$ cat src/rtl/core/csm_pkg.sv
// Shared constants for the set-associative LRU cache tag model.
`timescale 1ns / 1ps
package csm_pkg;

   // Defaults for the top-level parameters. LINE_SIZE must be a power of two.
   localparam int DEF_LINE_SIZE = 64;
   localparam int DEF_WAYS      = 4;
   localparam int DEF_MAX_SETS  = 128;
   localparam int DEF_ADDR_BITS = 32;

   // Set-count register.
   localparam int            CSR_W          = 8;
   localparam logic [CSR_W-1:0] NUM_SETS_RESET = 8'd2;

   // Miss counter width.
   localparam int MISS_W = 32;

   // Quotient bits retired per cycle by the set-index remainder unit.
   localparam int REM_STEPS = 4;

endpackage

$ cat src/rtl/core/csm_set_rem.sv
// Iterative remainder unit: line number modulo set count.
`timescale 1ns / 1ps
module csm_set_rem
   import csm_pkg::*;
#(
   parameter int LINE_BITS = 26
) (
   input  logic                 clock,
   input  logic                 reset,
   input  logic                 start,
   input  logic [LINE_BITS-1:0] dividend,
   input  logic [CSR_W-1:0]     divisor,
   output logic                 done,
   output logic [CSR_W-1:0]     rem
);

   localparam int CYCLES   = (LINE_BITS + REM_STEPS - 1) / REM_STEPS;
   localparam int PAD_BITS = CYCLES * REM_STEPS;
   localparam int CNT_BITS = $clog2(CYCLES + 1);

   logic [PAD_BITS-1:0] shift_ff, shift_in;
   logic [CSR_W-1:0]    rem_ff, rem_in;
   logic [CSR_W-1:0]    div_ff;
   logic [CNT_BITS-1:0] cnt_ff;
   logic                busy_ff;
   logic                done_ff;

   // Restoring remainder, REM_STEPS dividend bits per cycle, MSB first.
   always_comb begin
      logic [CSR_W:0]      trial;
      logic [CSR_W-1:0]    r;
      logic [PAD_BITS-1:0] sh;
      r  = rem_ff;
      sh = shift_ff;
      for (int s = 0; s < REM_STEPS; s++) begin
         trial = {r, sh[PAD_BITS-1]};
         sh    = sh << 1;
         if (trial >= {1'b0, div_ff}) begin
            trial = trial - {1'b0, div_ff};
         end
         r = trial[CSR_W-1:0];
      end
      rem_in   = r;
      shift_in = sh;
   end

   always_ff @(posedge clock) begin
      if (reset) begin
         busy_ff <= 1'b0;
         done_ff <= 1'b0;
         cnt_ff  <= '0;
      end else begin
         done_ff <= 1'b0;
         if (start) begin
            shift_ff <= PAD_BITS'(dividend);
            rem_ff   <= '0;
            div_ff   <= divisor;
            cnt_ff   <= CNT_BITS'(CYCLES);
            busy_ff  <= 1'b1;
         end else if (busy_ff) begin
            shift_ff <= shift_in;
            rem_ff   <= rem_in;
            cnt_ff   <= cnt_ff - 1'b1;
            if (cnt_ff == CNT_BITS'(1)) begin
               busy_ff <= 1'b0;
               done_ff <= 1'b1;
            end
         end
      end
   end

   assign done = done_ff;
   assign rem  = rem_ff;

endmodule

$ cat config.mk
export PLATFORM = sky130hd
export DESIGN_NAME = csm_set_rem
export DESIGN_NICKNAME = d
export VERILOG_FILES = /design/src/rtl/core/csm_pkg.sv /design/src/rtl/core/csm_set_rem.sv
export SDC_FILE = /design/constraint.sdc
export NUM_CORES = 1
export LEC_CHECK = 0
export BUFFER_PORTS_ARGS = -buffer_cell sky130_fd_sc_hd__buf_4
export CAP_MARGIN = 10
export CORE_MARGIN = 8
export CORE_UTILIZATION = 40
export DETAILED_ROUTE_END_ITERATION = 6
export PLACE_DENSITY = 0.66
export SLEW_MARGIN = 30
export SYNTH_ARGS = -nofsm -noshare
export SYNTH_HDL_FRONTEND = slang
export SYNTH_SLANG_ARGS = --single-unit
export TNS_END_PERCENT = 50
$ cat constraint.sdc
create_clock -name clock -period 7.13 [get_ports clock]
set_input_delay 1.0695 -clock clock [delete_from_list [all_inputs] [get_ports clock]]
set_output_delay 1.0695 -clock clock [all_outputs]
set_load 0.02 [all_outputs]
==> flow_summary.json, run 1 <==
{
  "arrival_ns": 7.03,
  "wl_um": 9720,
  "setup_violations": 0,
  "num_rows": 35,
  "syn-instance-count": 337,
  "gp_congestion": 0.908,
  "portBuffers": 45,
  "path_clk_slew_ns": 0.09,
  "clock.fmax_mhz": 143,
  "tightest_slew_ns": 0.873,
  "yosysUniqueCellTypes": 53,
  "cts_tree": "done",
  "crit_family": "compound AO/OA/AOI/OAI gates",
  "grt_pass1_wl_um": 14800,
  "clk_latency_ns": 0.30,
  "design.die.area_mm2": 0.0125,
  "cts.path.max_buffers": 2,
  "num_antenna_cells": 0,
  "slew_viol_final": 0,
  "die_h_um": 112,
  "worstSetupStartpointType": "flip-flop",
  "cp-end-kind": "flip-flop",
  "drt_iter0_drc": 181,
  "grt-ovfl-total": 0,
  "hold_buffers": 0,
  "tritoncts_num_sinks": 49,
  "crit_slowest_cell": "edfxtp_1",
  "post_synth.cell_area_avg_um2": 10.9,
  "worstPathRequired_ns": 7.18,
  "hold_violations": 0,
  "post-route-drc-count": 0,
  "synth-seq-cells": 49,
  "rrSetupSlack_ns": 0.15,
  "cp_num_buf_inv": 1,
  "drive_above_1_share": 0.444,
  "pin_count": 46,
  "ff_latch_area_mm2": 0.00142,
  "multiInputGateArea_mm2": 0.00247,
  "core_mm2": 0.00911,
  "rsz0062_at_grt": "yes",
  "synth_top_area_share": 0.359,
  "antenna_left": 0,
  "synthFlopType": "edfxtp_1",
  "max_slew_margin": 0.416,
  "finClkSkew_ns": 0.00959,
  "min_period_over_period": 0.979,
  "die_w_um": 112,
  "synth_commonest_cells": "edfxtp_1 (44), mux2_2 (36), ha_1 (34)",
  "fillers": 803,
  "grt_pass1_vias": 3022,
  "yosysSeqAreaShare": 0.386,
  "cts_root_buf": "clkbuf_8",
  "max-cap-violations": 0,
  "critical_path_class": "reg2reg",
  "worst_path_most_repeated_cell": "o31a_1",
  "drtPass1Iterations": 5,
  "ys_async_sr_fraction": 0,
  "fin_crit_ns": 6.98,
  "wl_per_cell_um": 17.7,
  "grtUsageTotal": 0.146,
  "nets": 511,
  "hpwl_um": 7590,
  "syn2layout_area_growth_pct": 35.5,
  "cts_buffers": 5,
  "hold_path_class": "reg2reg",
  "fin_tns_setup_ns": 0,
  "viasPerCell": 5.57,
  "cp_max_fo": 8,
  "synth_nets": 412,
  "status": "complete, no violations",
  "grt_max_degree": 39,
  "max_stage_delay_ns": 0.47,
  "antenna_found_initial": 0,
  "synth_area_leaders": "edfxtp_1 (36%), ha_1 (12%), mux2_2 (11%)",
  "synth_edf_count": 44,
  "yosysMostFrequentCell": "edfxtp_1",
  "yosysWarnings": 0,
  "synth_largest_area_cell": "edfxtp_1",
  "synth_area_mm2": 0.00368,
  "start_util": 0.405,
  "vias": 3055,
  "h-tree-depth": 2
}
==> logic make-up after synthesis <==
family                   after synthesis  share of synthesized area
buffers and inverters                 36                     0.0407
AO/OA/AOI/OAI                         79                      0.153
adder cells (fa/ha/maj)               38                      0.137
multiplexers                          42                      0.130
AND/OR/NAND/NOR                       75                      0.110
flip-flops                            49                      0.386
XOR/XNOR                              18                     0.0428
==> area by class of cell <==
| cell class | count | area share |
|---|---|---|
| repair buffers | 99 | 0.154 |
| clock inverters | 2 | 0.00276 |
| clock buffers | 6 | 0.0145 |
| well taps | 111 | 0.0278 |
| inverters | 29 | 0.0218 |
| flip-flops and latches | 49 | 0.285 |
| multi-input cells | 252 | 0.495 |
==> registers in the layout, summed over array words and instances (netlist names) <==
register	count
cnt_ff	3
done	1
div_ff	8
busy_ff	1
shift_ff	28
rem	8
==> final timing paths <==
check,startpoint,depth (start not counted),to
max,rem[1],31,rem[1]
max reg2reg,rem[1],31,rem[1]
min,cnt_ff[2],2,busy_ff
min reg2reg,cnt_ff[2],2,busy_ff
==> tightest hold or removal path, stage by stage, from the launching register on <==
cell      delay (ns)
dfxtp_1         0.31
inv_1           0.09
a311oi_1        0.10
==> per-stage QoR <==
step	hold WS, ns	instances	util	area [um^2]	setup slack, ns
final	0.538	548	0.548	4990	0.151
after floorplan	0.477	337	-	3800	0.00470
after global routing	0.562	548	0.548	4990	-0.153
after global placement	0.496	531	0.503	4580	0.0339
after CTS	0.533	541	0.519	4720	0.0321
after detailed placement	0.519	531	0.503	4580	-0.124
==> timing repair <==
action | in CTS | in global routing
cloned | 0 | 0
endpoints found under the setup margin | 8 | 8
gates resized for setup | 8 | 35
buffers inserted | 2 | 6
pin swaps | 3 | 8
==> routing by layer <==
metal  part of all wire  GRT usage
met3              0.061     0.0373
met2               0.48      0.246
met4              0.026     0.0549
met1               0.43      0.177
met5                  0          0
==> layout by cell type, fill, tap and decap left out, types with 6 or more instances in the layout <==
master,netlist,final
nand2_1,9,7
a21oi_1,15,12
ha_4,0,12
nor2_1,21,20
buf_4,0,97
o21a_1,7,7
edfxtp_1,44,44
inv_1,29,24
mux2_2,36,33
nand4_1,13,13
a21o_1,6,6
xnor2_1,14,14
o21ai_0,16,10
ha_1,34,22
Power of run 1 is not shown: default switching activity piles up to over one toggle a cycle in this logic, so the estimate is an artifact.
==> run 2: changes to the inputs <==
SETUP_SLACK_MARGIN = 0.4   (was default)
==> run 2 against run 1 <==
Critical path depth did not move. Sequential share of layout area down 0.16 points. Worst hold slack got worse by 0.0064 ns. Wire length rose by 1.6%. Cell count is 0.36% lower. Maximum frequency down 0.17%. Clock skew hardly changed. Register-to-register slack hardly changed. Via count down 1.4%. Utilization is 0.30 points higher. Flip-flop and latch count is the same. Setup slack worse by 0.012 ns. Critical path type unchanged. Highest routed layer unchanged.
==> flow_summary.json, run 2 (synthesized netlist as in run 1, its figures left out) <==
{
  "crit_slowest_cell": "edfxtp_1",
  "final_util": 0.551,
  "core_mm2": 0.00911,
  "worstSetupStartpointType": "flip-flop",
  "wl_per_cell_um": 18.1,
  "fillers": 780,
  "fin_crit_ns": 6.99,
  "ff_latch_area_mm2": 0.00142,
  "start_util": 0.405,
  "finClkSkew_ns": 0.00977,
  "cp-end-kind": "flip-flop",
  "largest_register_ffs": 28,
  "clk_latency_ns": 0.30,
  "cts_buffers": 5,
  "final_cell_mix": "buf_4 (95), edfxtp_1 (44), mux2_2 (33)",
  "die_h_um": 112,
  "nets": 509,
  "grt_max_degree": 39,
  "arrival_ns": 7.03,
  "grt-ovfl-total": 0,
  "die_w_um": 112,
  "antenna_left": 0,
  "worstSetupStartpoint": "rem[0]",
  "wl_um": 9880,
  "min_period_over_period": 0.981,
  "timing.rr.start": "rem[0]",
  "portBuffers": 45,
  "hp-start": "cnt_ff[2]",
  "grt_pass1_vias": 3219,
  "layout_commonest_cell": "buf_4",
  "num_rows": 35,
  "worst_hold_slack_ns": 0.532,
  "drive_above_1_share": 0.457,
  "tightest_slew_ns": 0.793,
  "drt_iter0_drc": 151,
  "multiInputGateArea_mm2": 0.00249,
  "critical_path_class": "reg2reg",
  "antenna_found_initial": 0,
  "max-cap-violations": 0,
  "drtPass1Iterations": 6,
  "syn2layout_area_growth_pct": 36.3,
  "clock.fmax_mhz": 143,
  "worstPathRequired_ns": 7.17,
  "grt_pass1_wl_um": 16000,
  "grtUsageTotal": 0.158,
  "pin_count": 46,
  "cts_tree": "done",
  "status": "complete, no violations",
  "cts.path.max_buffers": 2,
  "design.die.area_mm2": 0.0125,
  "setup_violations": 0,
  "slew_viol_final": 0,
  "gp_congestion": 0.950,
  "cp_max_fo": 8,
  "h-tree-depth": 2,
  "hold_path_class": "reg2reg",
  "worst_path_most_repeated_cell": "o31a_1",
  "vias": 3012,
  "hpwl_um": 7450,
  "hold_violations": 0,
  "path_clk_slew_ns": 0.09,
  "cts_root_buf": "clkbuf_8",
  "viasPerCell": 5.52,
  "post-route-drc-count": 0,
  "num_antenna_cells": 0,
  "rsz0062_at_grt": "yes",
  "tritoncts_num_sinks": 49,
  "max_slew_margin": 0.469,
  "top_register": "shift_ff",
  "max_stage_delay_ns": 0.47
}
## run 2: changes by cell type in the layout (fill, tap and decap cells not counted), sizes merged
| cell | delta |
|---|---|
| buf | -2 |
| bufinv | +1 |
| inv | -1 |
## run 2: area by class of cell
cell class	count	area share
clock buffers	6	0.0145
clock inverters	2	0.00772
inverters	29	0.0217
multi-input cells	252	0.496
flip-flops and latches	49	0.283
well taps	111	0.0277
repair buffers	97	0.150
## run 2: path summary, 6_finish.rpt
check,to,slack (ns),cells past startpoint
setup / recovery,rem[3],0.14,31
hold / removal,busy_ff,0.53,2
setup reg to reg,rem[3],0.14,31
hold reg to reg,busy_ff,0.53,2
## run 2: metrics by stage
step           setup WS, ns  instance area [um^2]  setup TNS [ns]  std cells
2_1_floorplan        0.0499                  3840               0        337
3_3_place_gp        0.00764                  4530               0        520
3_5_place_dp         -0.177                  4530           -1.31        520
4_1_cts               0.176                  4900               0        543
5_1_grt              -0.138                  5020           -1.05        546
6_report              0.139                  5020               0        546
## run 2: timing repair
action,CTS,global route
pin swaps,20,13
hold buffers,0,0
setup buffers,15,2
endpoints found under the setup margin,8,8
gates resized for setup,31,14
## run 2: per-layer routing
layer,track usage,up-vias,wire length [um]
met3,0.0427,25,559
met5,0,-,0
li1,-,1459,-
met1,0.183,1434,4260
met4,0.0692,0,335
met2,0.270,94,4730
## run 2: critical path: cells and delay by family (launching register included)
| kind | cells | cell delay, ns |
|---|---|---|
| buffers and inverters | 1 | 0.07 |
| AOI/OAI and AO/OA | 16 | 3.10 |
| DFF | 1 | 0.47 |
| and+or+nand+nor | 6 | 0.79 |
| adders and majority gates | 4 | 1.18 |
| muxes | 4 | 1.10 |
Power of run 2 is left out for the same reason.
==> run 3: changes to the inputs <==
CAP_MARGIN = default   (was 10)
clock period = 6 ns   (was 7.13 ns; I/O delays follow)
==> run 3 against run 2 <==
The flow now finishes with violations (setup timing). Register-to-register slack worse by 1.1 ns. Count of clock-buffer cells in the layout is 1 lower. Flip-flop and latch count stayed put. Critical path depth is 3 higher. Setup slack worse by 1.1 ns. First-iteration DRC count is 40% higher. Non-clock buffer count is 59 higher. Sequential share of layout area is 2.6 points lower. Worst hold slack hardly changed. Clock skew is 0.0057 ns higher. Die area stayed put. Design area is 10% higher. Critical path type unchanged.
==> flow_summary.json, run 3 (synthesized netlist as in run 1, its figures left out) <==
{
  "cts_root_buf": "clkbuf_8",
  "arrival_ns": 6.98,
  "cts_tree": "done",
  "wl_met1_um": 4530,
  "die_w_um": 112,
  "ff_latch_area_mm2": 0.00142,
  "grt_max_degree": 39,
  "setup_violations": 8,
  "antenna_found_initial": 0,
  "grt_pass1_vias": 3438,
  "tritoncts_num_sinks": 49,
  "layout_commonest_cell": "buf_4",
  "grt-ovfl-total": 0,
  "clock.fmax_mhz": 144,
  "num_rows": 35,
  "tightest_slew_ns": 0.822,
  "max-cap-violations": 0,
  "syn2layout_area_growth_pct": 49.9,
  "rsz0062_at_grt": "yes",
  "met3WireLength_um": 646,
  "rrSetupSlack_ns": -0.93,
  "pin_count": 46,
  "critical_path_class": "reg2reg",
  "path_clk_slew_ns": 0.10,
  "wl_met2_um": 5280,
  "top_register": "shift_ff",
  "nets": 568,
  "crit_slowest_cell": "edfxtp_1",
  "drt_iter0_drc": 212,
  "fin_area_mm2": 0.00552,
  "viasPerCell": 5.37,
  "portBuffers": 45,
  "violations": "setup timing",
  "core_mm2": 0.00911,
  "worst_hold_slack_ns": 0.532,
  "top_layer": "met4",
  "hpwl_um": 8210,
  "gp_congestion": 0.943,
  "hold_path_class": "reg2reg",
  "fin_crit_ns": 6.93,
  "fillers": 731,
  "antenna_left": 0,
  "cts_buffers": 5,
  "cts.path.max_buffers": 2,
  "max_stage_delay_ns": 0.41,
  "min_period_over_period": 1.15,
  "placed_area_mm2": 0.00498,
  "start_util": 0.405,
  "slew_viol_final": 0,
  "die_h_um": 112,
  "grtUsageTotal": 0.167,
  "cp_max_fo": 8,
  "num_antenna_cells": 0,
  "post-route-drc-count": 0,
  "worst_path_most_repeated_cell": "o31a_1",
  "h-tree-depth": 2,
  "design.die.area_mm2": 0.0125,
  "clk_latency_ns": 0.31,
  "hold_buffers": 0,
  "vias": 3251,
  "drive_above_1_share": 0.534,
  "wl_um": 10800,
  "setup_slack_ns": -0.930,
  "worstSetupStartpointType": "flip-flop",
  "drtPass1Iterations": 4,
  "worstPathRequired_ns": 6.05,
  "finClkSkew_ns": 0.0154,
  "max_slew_margin": 0.450,
  "hold_violations": 0,
  "final_cell_mix": "buf_4 (150), edfxtp_1 (44), mux2_2 (33)",
  "wl_per_cell_um": 17.9,
  "status": "complete, but fails checks",
  "grt_pass1_wl_um": 17000,
  "largest_register_ffs": 28,
  "cp-end-kind": "flip-flop",
  "multiInputGateArea_mm2": 0.00255
}
==> run 3: cell count changes in the layout (fill, tap and decap cells not counted), sizes merged <==
cell,previous run,this run
buf,97,156
bufinv,1,0
clkbuf,6,5
clkinv,1,0
clkinvlp,0,2
inv,29,30
==> run 3: what timing repair did <==
| item | in CTS | in global routing |
|---|---|---|
| pin swaps | 17 | 16 |
| setup endpoints to repair | 8 | 8 |
| setup buffers | 9 | 8 |
| gates resized for setup | 25 | 32 |
==> run 3: final cells by class <==
type / count / area share
Clock inverter: 3 / 0.00476
Clock buffer: 5 / 0.0125
Tap cell: 111 / 0.0251
Sequential cell: 49 / 0.257
Multi-Input combinational cell: 252 / 0.461
Timing Repair Buffer: 156 / 0.219
Inverter: 29 / 0.0197
==> run 3: final timing paths <==
kind	from	end	depth (start not counted)
min	cnt_ff[2]	busy_ff	2
max reg2reg	shift_ff[27]	rem[4]	34
min reg2reg	cnt_ff[2]	busy_ff	2
max	shift_ff[27]	rem[4]	34
==> run 3: through the flow <==
step           setup TNS (ns)   util  std cells  setup slack (ns)
2_1_floorplan           -8.53      -        337             -1.08
3_3_place_gp            -7.02  0.546        579            -0.883
3_5_place_dp            -8.75  0.546        579             -1.13
4_1_cts                 -8.30  0.580        596             -1.05
5_1_grt                 -9.73  0.606        605             -1.23
6_report                -7.35  0.606        605            -0.930
==> run 3: worst max-delay path: cells and delay by family (launching register included) <==
family / cells / cell delay, ns
multiplexers: 4 / 1.03
AND/OR/NAND/NOR: 4 / 0.69
flip-flops: 1 / 0.41
XOR/XNOR: 1 / 0.09
adder cells (fa/ha/maj): 5 / 1.18
AO/OA/AOI/OAI: 16 / 2.94
buffers and inverters: 4 / 0.33
==> run 3: routing by layer <==
metal,track usage,up-vias
li1,-,1571
met1,0.192,1560
met2,0.291,98
met3,0.0427,22
met4,0.0665,0
met5,0,-
Power of run 3 is left out for the same reason.
